File: src/design/egcd_pkg.sv
// ----------------------------------------------------------------------------
// egcd_pkg: shared constants and types for the extended GCD unit
// Field widths and the control and status groups that pass between the
// sequencer and the shared divider.
// ----------------------------------------------------------------------------
`default_nettype none

package egcd_pkg;

	// Default operand width (each operand is taken modulo 2^OPERAND_BITS)
	localparam int unsigned OPERAND_BITS = 31;

	// Fixed widths of the result fields
	localparam int unsigned DIV_BITS  = 31;
	localparam int unsigned COEF_BITS = 32;

	// Sequencer to divider
	typedef struct packed {
		logic start;
	} div_ctrl_t;

	// Divider to sequencer
	typedef struct packed {
		logic busy;
		logic done;
	} div_stat_t;

endpackage

`default_nettype wire

File: src/design/egcd_divider.sv
// ----------------------------------------------------------------------------
// egcd_divider: shared restoring divider with quotient-weighted accumulation
// One quotient bit per cycle, MSB first. As each bit appears, two accumulators
// fold it in Horner style, so at the end they hold q*mul_x and q*mul_y
// modulo 2^COEF_BITS without a multiplier.
// ----------------------------------------------------------------------------
`default_nettype none

module egcd_divider #(
	parameter int unsigned OPERAND_BITS = egcd_pkg::OPERAND_BITS
) (
	input  wire logic                            clk,
	input  wire logic                            arst_n,
	input  wire egcd_pkg::div_ctrl_t             ctrl,
	input  wire logic [OPERAND_BITS-1:0]         dividend,
	input  wire logic [OPERAND_BITS-1:0]         divisor_in,
	input  wire logic [egcd_pkg::COEF_BITS-1:0]  mul_x,
	input  wire logic [egcd_pkg::COEF_BITS-1:0]  mul_y,
	output egcd_pkg::div_stat_t                  stat,
	output logic [OPERAND_BITS-1:0]              remainder,
	output logic [egcd_pkg::COEF_BITS-1:0]       prod_x,
	output logic [egcd_pkg::COEF_BITS-1:0]       prod_y
);

	localparam int unsigned N    = OPERAND_BITS;
	localparam int unsigned C    = egcd_pkg::COEF_BITS;
	localparam int unsigned CntW = (N > 1) ? $clog2(N) : 1;

	logic            busy_q;
	logic            done_q;
	logic [CntW-1:0] cnt_q;

	logic [N-1:0] rem_q;
	logic [N-1:0] quo_q;
	logic [N-1:0] dvs_q;
	logic [C-1:0] mx_q;
	logic [C-1:0] my_q;
	logic [C-1:0] ax_q;
	logic [C-1:0] ay_q;

	logic [N:0] shifted;
	logic [N:0] diff;
	logic       take;

	// trial subtract of the divisor from the partial remainder
	assign shifted = {rem_q, quo_q[N-1]};
	assign diff    = shifted - {1'b0, dvs_q};
	assign take    = ~diff[N];

	always_ff @(posedge clk or negedge arst_n) begin
		if (!arst_n) begin
			busy_q <= 1'b0;
			done_q <= 1'b0;
			cnt_q  <= '0;
		end else begin
			done_q <= 1'b0;
			if (ctrl.start) begin
				busy_q <= 1'b1;
				cnt_q  <= CntW'(N - 1);
			end else if (busy_q) begin
				cnt_q <= cnt_q - CntW'(1);
				if (cnt_q == '0) begin
					busy_q <= 1'b0;
					done_q <= 1'b1;
				end
			end
		end
	end

	always_ff @(posedge clk) begin
		if (ctrl.start) begin
			rem_q <= '0;
			quo_q <= dividend;
			dvs_q <= divisor_in;
			mx_q  <= mul_x;
			my_q  <= mul_y;
			ax_q  <= '0;
			ay_q  <= '0;
		end else if (busy_q) begin
			rem_q <= take ? diff[N-1:0] : shifted[N-1:0];
			quo_q <= quo_q << 1;
			ax_q  <= (ax_q << 1) + (take ? mx_q : '0);
			ay_q  <= (ay_q << 1) + (take ? my_q : '0);
		end
	end

	assign stat.busy = busy_q;
	assign stat.done = done_q;
	assign remainder = rem_q;
	assign prod_x    = ax_q;
	assign prod_y    = ay_q;

endmodule

`default_nettype wire

File: src/design/extended_gcd_unit.sv
// ----------------------------------------------------------------------------
// extended_gcd_unit: greatest common divisor with Bezout coefficients
// Iterative extended Euclid around one shared serial divider.
// ----------------------------------------------------------------------------
// Takes a request (first_value = a, second_value = b), each taken modulo
// 2^OPERAND_BITS, and returns divisor = gcd(a, b) with coefficients
// coeff_first (x) and coeff_second (y) so that a*x + b*y = gcd, in 32-bit
// two's complement. b = 0 gives gcd = a, x = 1, y = 0. One request is in
// work at a time: in_ready is low from acceptance until the result has been
// moved into the output register. A request with b = 0 skips the divider;
// otherwise each Euclid pass is one division in the shared divider (start,
// one quotient bit per cycle, then write-back), and 31-bit operands need at
// most about 45 passes. The output register lets the next request be
// accepted while a result waits for out_ready.
// ----------------------------------------------------------------------------
`default_nettype none

module extended_gcd_unit #(
	parameter int unsigned OPERAND_BITS = egcd_pkg::OPERAND_BITS
) (
	input  wire logic                                  clk,
	input  wire logic                                  arst_n,
	input  wire logic                                  in_valid,
	output logic                                       in_ready,
	input  wire logic [OPERAND_BITS-1:0]               first_value,
	input  wire logic [OPERAND_BITS-1:0]               second_value,
	output logic                                       out_valid,
	input  wire logic                                  out_ready,
	output logic [egcd_pkg::DIV_BITS-1:0]              divisor,
	output logic signed [egcd_pkg::COEF_BITS-1:0]      coeff_first,
	output logic signed [egcd_pkg::COEF_BITS-1:0]      coeff_second
);

	localparam int unsigned N    = OPERAND_BITS;
	localparam int unsigned C    = egcd_pkg::COEF_BITS;
	localparam int unsigned DivW = egcd_pkg::DIV_BITS;

	typedef enum logic [1:0] {
		ST_IDLE,
		ST_START,
		ST_WAIT,
		ST_FINISH
	} state_t;

	state_t state_q;

	// Euclid working set: (a, b) remainders, (px, py) coefficients of a,
	// (cx, cy) coefficients of b
	logic [N-1:0] a_q;
	logic [N-1:0] b_q;
	logic [C-1:0] px_q;
	logic [C-1:0] py_q;
	logic [C-1:0] cx_q;
	logic [C-1:0] cy_q;

	logic                   out_valid_q;
	logic [DivW-1:0]        divisor_q;
	logic [C-1:0]           coeff_first_q;
	logic [C-1:0]           coeff_second_q;

	egcd_pkg::div_ctrl_t div_ctrl;
	egcd_pkg::div_stat_t div_stat;
	logic [N-1:0]        div_rem;
	logic [C-1:0]        div_px;
	logic [C-1:0]        div_py;

	logic in_fire;
	logic out_free;
	logic out_load;

	assign in_ready       = (state_q == ST_IDLE);
	assign in_fire        = in_valid && in_ready;
	assign out_free       = !out_valid_q || out_ready;
	assign out_load       = (state_q == ST_FINISH) && out_free;
	assign div_ctrl.start = (state_q == ST_START);

	egcd_divider #(
		.OPERAND_BITS (OPERAND_BITS)
	) u_divider (
		.clk        (clk),
		.arst_n     (arst_n),
		.ctrl       (div_ctrl),
		.dividend   (a_q),
		.divisor_in (b_q),
		.mul_x      (cx_q),
		.mul_y      (cy_q),
		.stat       (div_stat),
		.remainder  (div_rem),
		.prod_x     (div_px),
		.prod_y     (div_py)
	);

	// sequencer and output register
	always_ff @(posedge clk or negedge arst_n) begin
		if (!arst_n) begin
			state_q        <= ST_IDLE;
			out_valid_q    <= 1'b0;
			divisor_q      <= '0;
			coeff_first_q  <= '0;
			coeff_second_q <= '0;
		end else begin
			// a new result replaces the one leaving in the same cycle
			if (out_load) begin
				out_valid_q <= 1'b1;
			end else if (out_ready) begin
				out_valid_q <= 1'b0;
			end
			unique case (state_q)
				ST_IDLE: begin
					if (in_fire) begin
						// b = 0 needs no pass: result is (a, 1, 0)
						state_q <= (second_value == '0) ? ST_FINISH : ST_START;
					end
				end
				ST_START: begin
					state_q <= ST_WAIT;
				end
				ST_WAIT: begin
					if (div_stat.done) begin
						state_q <= (div_rem == '0) ? ST_FINISH : ST_START;
					end
				end
				ST_FINISH: begin
					if (out_free) begin
						divisor_q      <= DivW'(a_q);
						coeff_first_q  <= px_q;
						coeff_second_q <= py_q;
						state_q        <= ST_IDLE;
					end
				end
				default: begin
					state_q <= ST_IDLE;
				end
			endcase
		end
	end

	// working set: load on request, rotate on each finished division
	always_ff @(posedge clk) begin
		if (in_fire) begin
			a_q  <= first_value;
			b_q  <= second_value;
			px_q <= C'(1);
			py_q <= '0;
			cx_q <= '0;
			cy_q <= C'(1);
		end else if ((state_q == ST_WAIT) && div_stat.done) begin
			a_q  <= b_q;
			b_q  <= div_rem;
			px_q <= cx_q;
			py_q <= cy_q;
			cx_q <= px_q - div_px;
			cy_q <= py_q - div_py;
		end
	end

	assign out_valid    = out_valid_q;
	assign divisor      = divisor_q;
	assign coeff_first  = coeff_first_q;
	assign coeff_second = coeff_second_q;

endmodule

`default_nettype wire

File: config.mk
export PLATFORM = sky130hd
export DESIGN_NAME = extended_gcd_unit
export DESIGN_NICKNAME = d
export VERILOG_FILES = /design/src/design/egcd_pkg.sv /design/src/design/egcd_divider.sv /design/src/design/extended_gcd_unit.sv
export SDC_FILE = /design/constraint.sdc
export NUM_CORES = 1
export LEC_CHECK = 0
export ABC_AREA = 0
export BUFFER_PORTS_ARGS = -buffer_cell sky130_fd_sc_hd__buf_2
export CAP_MARGIN = 20
export CORE_UTILIZATION = 55
export CTS_BUF_LIST = sky130_fd_sc_hd__clkbuf_16
export DETAILED_ROUTE_END_ITERATION = 16
export PLACE_DENSITY = 0.69
export RECOVER_POWER = 100
export SETUP_SLACK_MARGIN = 0.1
export SYNTH_ARGS = -nofsm -noshare
export SYNTH_HDL_FRONTEND = slang
export SYNTH_SLANG_ARGS = --single-unit
export TNS_END_PERCENT = 10
File: constraint.sdc
create_clock -name clk -period 6.3 [get_ports clk]
set_input_delay 0.63 -clock clk [delete_from_list [all_inputs] [get_ports clk]]
set_output_delay 0.63 -clock clk [all_outputs]
set_load 0.1 [all_outputs]
==> parameters.txt, run 1 <==
Parameter                              Value

Route
  Average wire length per cell after detail routing ... around 18 um
  Routed Wire Length ... approximately 64000 um
  Remaining DRCs ... 0
  Initial detailed-routing violation count ... around 1.4k
  DRT Pass-1 Iters ... 5
  Via density per instance ... 5.75
  Vias ... between 20k and 25k
  DRT antenna net count ... 0

Synth
  Fraction of synthesis flops using an asynchronous set or reset pin ... 0.203
  Synthesized area divided by synthesized cell count ... 9.45 sq um
  Main area contributors after synthesis ... edfxtp_1, dfxtp_1, dfrtp_1, nand2_1, ha_1
  Share of the synthesized area in the top cell type ... 0.210
  Distinct cell type count of the synthesized netlist ... 85
  Leading register cell type out of synthesis ... dfxtp_1
  Top cells by count, synth ... nand2_1, a21oi_1, dfxtp_1
  Most frequent cell after synthesis ... nand2_1
  Sequential fraction of the synthesis area ... 0.475
  Gate Count Post-Synth ... between 2k and 3k
  Post-synth design cell area ... 26800 sq um
  Number of enable flip-flop cells after synthesis ... about 190
  Post-synthesis net count ... 3063
  Synthesis-stage register bit count ... roughly 520
  Yosys warnings ... 0
  Largest area contributor in the synthesized netlist ... edfxtp_1

Hold path
  Startpoint of the lowest-slack hold path ... first_value[12]
  Class of the tightest hold or removal check ... in2reg

Pwr
  Design internal power ... 9.77 mW
  Sw Ratio ... 0.438
  Total Power ... between 15 and 20 mW
  Total power density per cell area ... 585 nW/um^2
  Combinational group share of total power ... 0.515
  Leakage component of the power ... approximately 13 nW
  Clk pwr share ... 0.184
  Max rail drop VDD ... around 0.25 mV
  Sequential power share ... 0.301
  Net switching power of the design ... roughly 7.6 mW

Critical path
  Startpoint type of the worst setup path ... flop
  Setup crit end kind ... flop
  Worst Setup Path Type ... reg2reg
  Arrival time reported for the critical path endpoint ... slightly above 6 ns
  Beginning of the worst register-to-register path ... u_divider.remainder[1]
  Minimum setup slack among reg-to-reg paths ... 0.51 ns
  Crit path max fanout ... 27
  Data required time of the worst path ... between 6 and 7 ns
  Critical path startpoint ... u_divider.remainder[1]

Placed design
  # port buffers ... about 160
  Pre-CTS setup slack ... roughly 0.63 ns
  HPWL after detailed placement ... 44100 um
  Gpl congestion ... 0.898

STA
  Final setup viols ... 0
  Final worst-path setup slack ... 0.509 ns
  Worst clock skew on the final layout ... ~0.023 ns
  Worst slew margin relative to its limit ... -1.63
  Count of pins over their slew limit ... 793
  Final cycle utilization of the critical path ... 0.919
  Measured slew at the worst slew-check pin ... approximately 3.9 ns
  Maximum achievable frequency ... ~0.17 GHz
  Setup TNS after final layout ... 0 ns
  Final count of hold timing violations ... 0
  Setup repair after global routing missed its margin ... false
  Shortest period the worst path allows ... 5.79 ns

Clocking
  Total of hold buffers inserted after clock tree synthesis ... 0
  H-tree depth ... 2
  Number of sinks driven by the clock tree ... 516
  Total clock buffers created by CTS ... between 50 and 60
  Total of cells resized after clock tree synthesis ... 0
  Library cell used as clock root buffer ... clkbuf_16
  Insertion delay of the later-clocked pin in the worst-skew pair ... 0.61 ns
  Clock-pin slew on the worst setup and hold paths ... about 0.060 ns
  TritonCTS clock tree ... yes
  Number of buffers inserted by post-CTS setup repair ... 0
  CTS max path bufs ... 3

GRT
  Sum of overflow across all layers after global routing ... 0
  Antenna violations before repair ... 1
  Maximum number of pins on one net before global-route repair ... a little over 100
  Global-route total usage across every layer ... 0.260
  Global-route wire length before repair ... about 100000 um
  Via count of the first global-routing pass ... a little over 20k

Die
  Initial standard-cell utilization of the core ... 0.559
  Core region area ... roughly 48000 sq um
  Die Span Y ... 223 um
  Standard-cell rows ... 80
  I/O pin total ... approximately 160
  Area of the die ... 49600 sq um
  Die width ... 223 um

Job
  Max-cap check violation count ... 14

Cells and area
  Growth of design area from synthesis to finish ... 10.7%
  Share of final-layout standard cells stronger than drive strength 1 ... 0.0906
  Final layout net count ... between 3k and 4k
  Antenna diode count ... 0
  Final design utilization ... 0.619

Status
  Result of the run ... finished with violations
  Violations in the final reports ... max-capacitance violations, max-slew violations
cell families (layout without fill, tap and decap cells):
| group | Yosys count | count (layout) | synth area share |
|---|---|---|---|
| xor gates and xnor gates | 125 | 125 | 0.0418 |
| DFF | 516 | 516 | 0.475 |
| muxes | 140 | 140 | 0.0567 |
| and+or+nand+nor | 994 | 994 | 0.161 |
| adders and majority gates | 160 | 160 | 0.0760 |
| AOI/OAI and AO/OA | 649 | 649 | 0.153 |
| buffers and inverters | 253 | 419 | 0.0365 |
layout make-up:
class	count	area [sq um]
clock buffer	59	1480
clock inverter	42	304
fill	4087	18300
inverter	135	507
multi-input combinational	2068	13100
sequential	516	12700
tap	615	769
timing repair buffer	183	801
cell usage in the layout (no fill, tap or decap), types with 44 or more instances in the layout:
cell,instances
nand2_1,598
a21oi_1,254
dfxtp_1,223
edfxtp_1,188
ha_1,155
inv_1,152
nor2_1,145
clkbuf_1,108
dfrtp_1,104
o21ai_0,96
mux2_2,95
xnor2_1,80
buf_2,64
a21o_1,63
and2_1,63
clkbuf_16,59
mux2i_1,44
critical path: stages (launching register included):
cell       delay [ns]
dfxtp_1          0.34
ha_1             0.35
o211ai_1         0.18
a21oi_1          0.08
o31a_1           0.32
o21ai_2          0.18
a21o_2           0.21
o211ai_4         0.11
a21oi_4          0.33
xnor2_4          0.25
and2_0           0.27
ha_1             0.21
fa_1             0.46
a211oi_2         0.29
o21ai_1          0.17
a2111oi_4        0.33
o21ai_2          0.14
a221oi_2         0.47
o221a_4          0.28
nor2_1           0.05
a211oi_1         0.29
xor2_1           0.19
o22ai_1          0.08
power groups by stage:
stage | clock, mW | combinational (mW) | sequential, mW
floorplan | 0 | 6.30 | 6.05
global placement | 0 | 8.71 | 5.24
detailed placement | 0 | 8.93 | 5.28
CTS | 3.26 | 9.00 | 5.22
global route | 3.38 | 9.89 | 5.35
finish | 3.19 | 8.95 | 5.24
layer usage:
metal	vias to the layer above	track usage	wire (um)
met1	10000	0.336	28600
met5	-	0	11
li1	10200	-	-
met4	2	0.0841	1850
met3	112	0.0356	2910
met2	474	0.448	31000
flip-flops by register name (all words and copies together), names as in the netlist, 5 cells and up:
name / cells
coeff_first: 32
coeff_second: 32
cx_q: 32
cy_q: 32
px_q: 32
py_q: 32
u_divider.mx_q: 32
u_divider.my_q: 32
u_divider.prod_x: 32
u_divider.prod_y: 32
a_q: 31
b_q: 31
divisor: 31
u_divider.dvs_q: 31
u_divider.quo_q: 31
u_divider.remainder: 31
u_divider.cnt_q: 5
per-stage QoR:
stage	hold slack [ns]	std cells	cell area (sq um)
global route	0.278	3618	29700
CTS	0.0763	3617	29900
detailed placement	0.435	3516	28100
floorplan	0.334	2837	26800
finish	0.293	3618	29700
global placement	0.433	3516	28100
final timing paths:
| kind | end | depth (start not counted) |
|---|---|---|
| worst max register to register | u_divider.prod_x[29] | 22 |
| max in group asynchronous | u_divider.busy_q | 2 |
| worst min register to register | u_divider.my_q[0] | 0 |
| worst min-delay path | a_q[12] | 3 |
| min in group asynchronous | divisor[6] | 1 |
| worst max-delay path | u_divider.prod_x[29] | 22 |
(Power assumes the default switching activity.)
==> inputs of run 2 (changes only) <==
- ABC_AREA: 0 -> 1
==> parameters.txt, run 2 <==
Parameter                              Value

Pwr
  Total power density per cell area ... 617 nW/um^2 (+5.4%)
  Leakage component of the power ... 15.0 nW (+14%)
  Total Power ... 19.3 mW (+11%)
  Max rail drop VDD ... 0.393 mV (+59%)

Synth
  Synthesized area divided by synthesized cell count ... 7.73 sq um (-18%)
  Sequential fraction of the synthesis area ... 0.450 (-0.0252)
  Gate Count Post-Synth ... 3662 (+29%)
  Share of the synthesized area in the top cell type ... 0.199 (-0.0112)
  Distinct cell type count of the synthesized netlist ... 49 (-42%)
  Fraction of synthesis flops using an asynchronous set or reset pin ... 0.203 (unchanged)
  Top cells by count, synth ... nand2_1, inv_1, o21ai_0
  Post-synthesis net count ... 3888 (+27%)
  Post-synth design cell area ... 28300 sq um (+5.6%)
  Number of enable flip-flop cells after synthesis ... 188 (unchanged)
  Synthesis-stage register bit count ... 516 (unchanged)
  Yosys warnings ... 0 (unchanged)
  Largest area contributor in the synthesized netlist ... edfxtp_1
  Leading register cell type out of synthesis ... dfxtp_1
  Main area contributors after synthesis ... edfxtp_1, dfxtp_1, nand2_1, dfrtp_1, o21ai_0
  Most frequent cell after synthesis ... nand2_1

Route
  Uppermost layer routed ... met4
  Vias ... 25.1k (+21%)
  Initial detailed-routing violation count ... 2028 (+49%)
  Remaining DRCs ... 0 (unchanged)
  Total length of routed met3 wires ... 5460 um (+88%)
  Routed Wire Length ... 81800 um (+27%)
  Routed length on met1 ... 36500 um (+27%)
  Via density per instance ... 5.57 (-3.1%)
  DRT Pass-1 Iters ... 6 (+1)
  Average wire length per cell after detail routing ... 18.2 um (+2.1%)
  Met2 wire length ... 37600 um (+21%)
  DRT antenna net count ... 0 (unchanged)

STA
  Final cycle utilization of the critical path ... 0.848 (-0.0709)
  Measured slew at the worst slew-check pin ... 3.71 ns (-0.232 ns)
  Worst slack on hold paths ... 0.287 ns (-0.00562 ns)
  Setup repair after global routing missed its margin ... false
  Worst slew margin relative to its limit ... -1.48 (+0.154)
  Final setup viols ... 0 (unchanged)
  Final count of hold timing violations ... 0 (unchanged)
  Count of pins over their slew limit ... 747 (-5.8%)
  Maximum achievable frequency ... 0.187 GHz (+8.4%)
  Shortest period the worst path allows ... 5.34 ns (-0.447 ns)
  Setup TNS after final layout ... 0 ns (unchanged)
  Worst clock skew on the final layout ... 0.0122 ns (-0.0105 ns)

Critical path
  Crit path max fanout ... 51 (+89%)
  Arrival time reported for the critical path endpoint ... 5.59 ns (-0.63 ns)
  Worst Setup Path Type ... reg2reg
  Setup crit end kind ... flop
  Startpoint type of the worst setup path ... flop
  Data required time of the worst path ... 6.54 ns (-0.18 ns)

GRT
  Sum of overflow across all layers after global routing ... 0 (unchanged)
  Maximum number of pins on one net before global-route repair ... 103 (+2.0%)
  Global-route wire length before repair ... 130000 um (+24%)
  Via count of the first global-routing pass ... 24.2k (+17%)
  Antenna violations before repair ... 0 (-1)
  Global-route total usage across every layer ... 0.310 (+0.0504)

Placed design
  Gpl congestion ... 0.970 (+8.1%)
  # port buffers ... 162 (unchanged)
  HPWL after detailed placement ... 60600 um (+38%)
  Instance count after placement with tap cells included ... 4399 (+25%)

Cells and area
  Commonest cells after routing, fill and taps aside ... nand2_1, inv_1, o21ai_0, a21oi_1, nor2_1
  Final design utilization ... 0.621 (+0.00130)
  Filler Cells Inserted ... 4697 (+15%)
  Growth of design area from synthesis to finish ... 10.6% (about the same)
  Final layout net count ... 4010 (+26%)
  Most common cell after layout, fill and taps aside ... nand2_1
  Antenna diode count ... 0 (unchanged)
  Final cell count without fillers ... 4502 (+24%)
  Share of final-layout standard cells stronger than drive strength 1 ... 0.0514 (-0.0391)

Clocking
  Number of buffers inserted by post-CTS setup repair ... 0 (unchanged)
  Clock-pin slew on the worst setup and hold paths ... 0.06 ns (about the same)
  TritonCTS clock tree ... yes
  Number of sinks driven by the clock tree ... 516 (unchanged)
  Total clock buffers created by CTS ... 54 (unchanged)
  H-tree depth ... 2 (unchanged)
  Insertion delay of the later-clocked pin in the worst-skew pair ... 0.62 ns (about the same)
  Total of hold buffers inserted after clock tree synthesis ... 0 (unchanged)
  Library cell used as clock root buffer ... clkbuf_16
  CTS max path bufs ... 3 (unchanged)
  Total of cells resized after clock tree synthesis ... 0 (unchanged)

Die
  Die Span Y ... 229 um (+2.7%)
  Area of the die ... 52400 sq um (+5.5%)
  I/O pin total ... 163 (unchanged)
  Initial standard-cell utilization of the core ... 0.561 (+0.00166)
  Core region area ... 50500 sq um (+5.3%)
  Die width ... 229 um (+2.7%)
  Standard-cell rows ... 82 (+2.5%)

Status
  Violations in the final reports ... max-capacitance violations, max-slew violations
  Result of the run ... finished with violations

Hold path
  Class of the tightest hold or removal check ... in2reg

Job
  Max-cap check violation count ... 12 (-2)
-- run 2: critical path: stages, from the launching register on --
cell,delay (ns)
dfrtp_1,0.43
nor2_1,1.60
clkbuf_1,1.44
nor2_2,0.08
clkinv_2,0.65
buf_4,0.71
-- run 2: per-layer routing --
layer | vias up | GRT usage
met2 | 792 | 0.508
met5 | - | 0
met4 | 0 | 0.0944
met3 | 148 | 0.0499
li1 | 12400 | -
met1 | 11700 | 0.422
-- run 2: layout make-up --
cell class                      instances  area, sq um  area share
Timing Repair Buffer                  180          792      0.0253
Tap cell                              672          841      0.0268
Clock inverter                         47          462      0.0147
Sequential cell                       516        12700       0.407
Clock buffer                           55         1380      0.0439
Multi-Input combinational cell       2472        13000       0.415
Inverter                              560         2110      0.0672
-- run 2: report_power, final --
group          internal (mW)  leakage [nW]  total (mW)  switching [mW]
logic                   2.99          9.08        10.6            7.62
registers               4.74          5.03        5.40           0.661
clock network           1.92         0.911        3.33            1.40
total                   9.65          15.0        19.3            9.68
-- run 2: final timing paths --
path	slack, ns	to	depth (start not counted)	startpoint
max in group asynchronous	2.21	coeff_second[0]	2	arst_n
worst max register to register	0.96	u_divider.quo_q[1]	5	state_q[1]
worst min-delay path	0.29	a_q[26]	3	first_value[26]
min in group asynchronous	1.28	coeff_second[11]	1	arst_n
worst min register to register	0.44	u_divider.my_q[22]	0	cy_q[22]
worst max-delay path	0.96	u_divider.quo_q[1]	5	state_q[1]
-- run 2: logic make-up after synthesis --
family / Yosys count / share of synthesized area
adder cells (fa/ha/maj): 160 / 0.0720
AO/OA/AOI/OAI: 919 / 0.176
XOR/XNOR: 56 / 0.0173
flip-flops: 516 / 0.450
AND/OR/NAND/NOR: 1337 / 0.194
buffers and inverters: 674 / 0.0909
-- run 2: through the flow --
stage          setup WS [ns]  instance area (sq um)
2_1_floorplan          0.198                  28300
3_3_place_gp            1.73                  29700
3_5_place_dp            1.65                  29700
4_1_cts                 1.63                  31500
5_1_grt                0.561                  31300
6_report               0.955                  31300
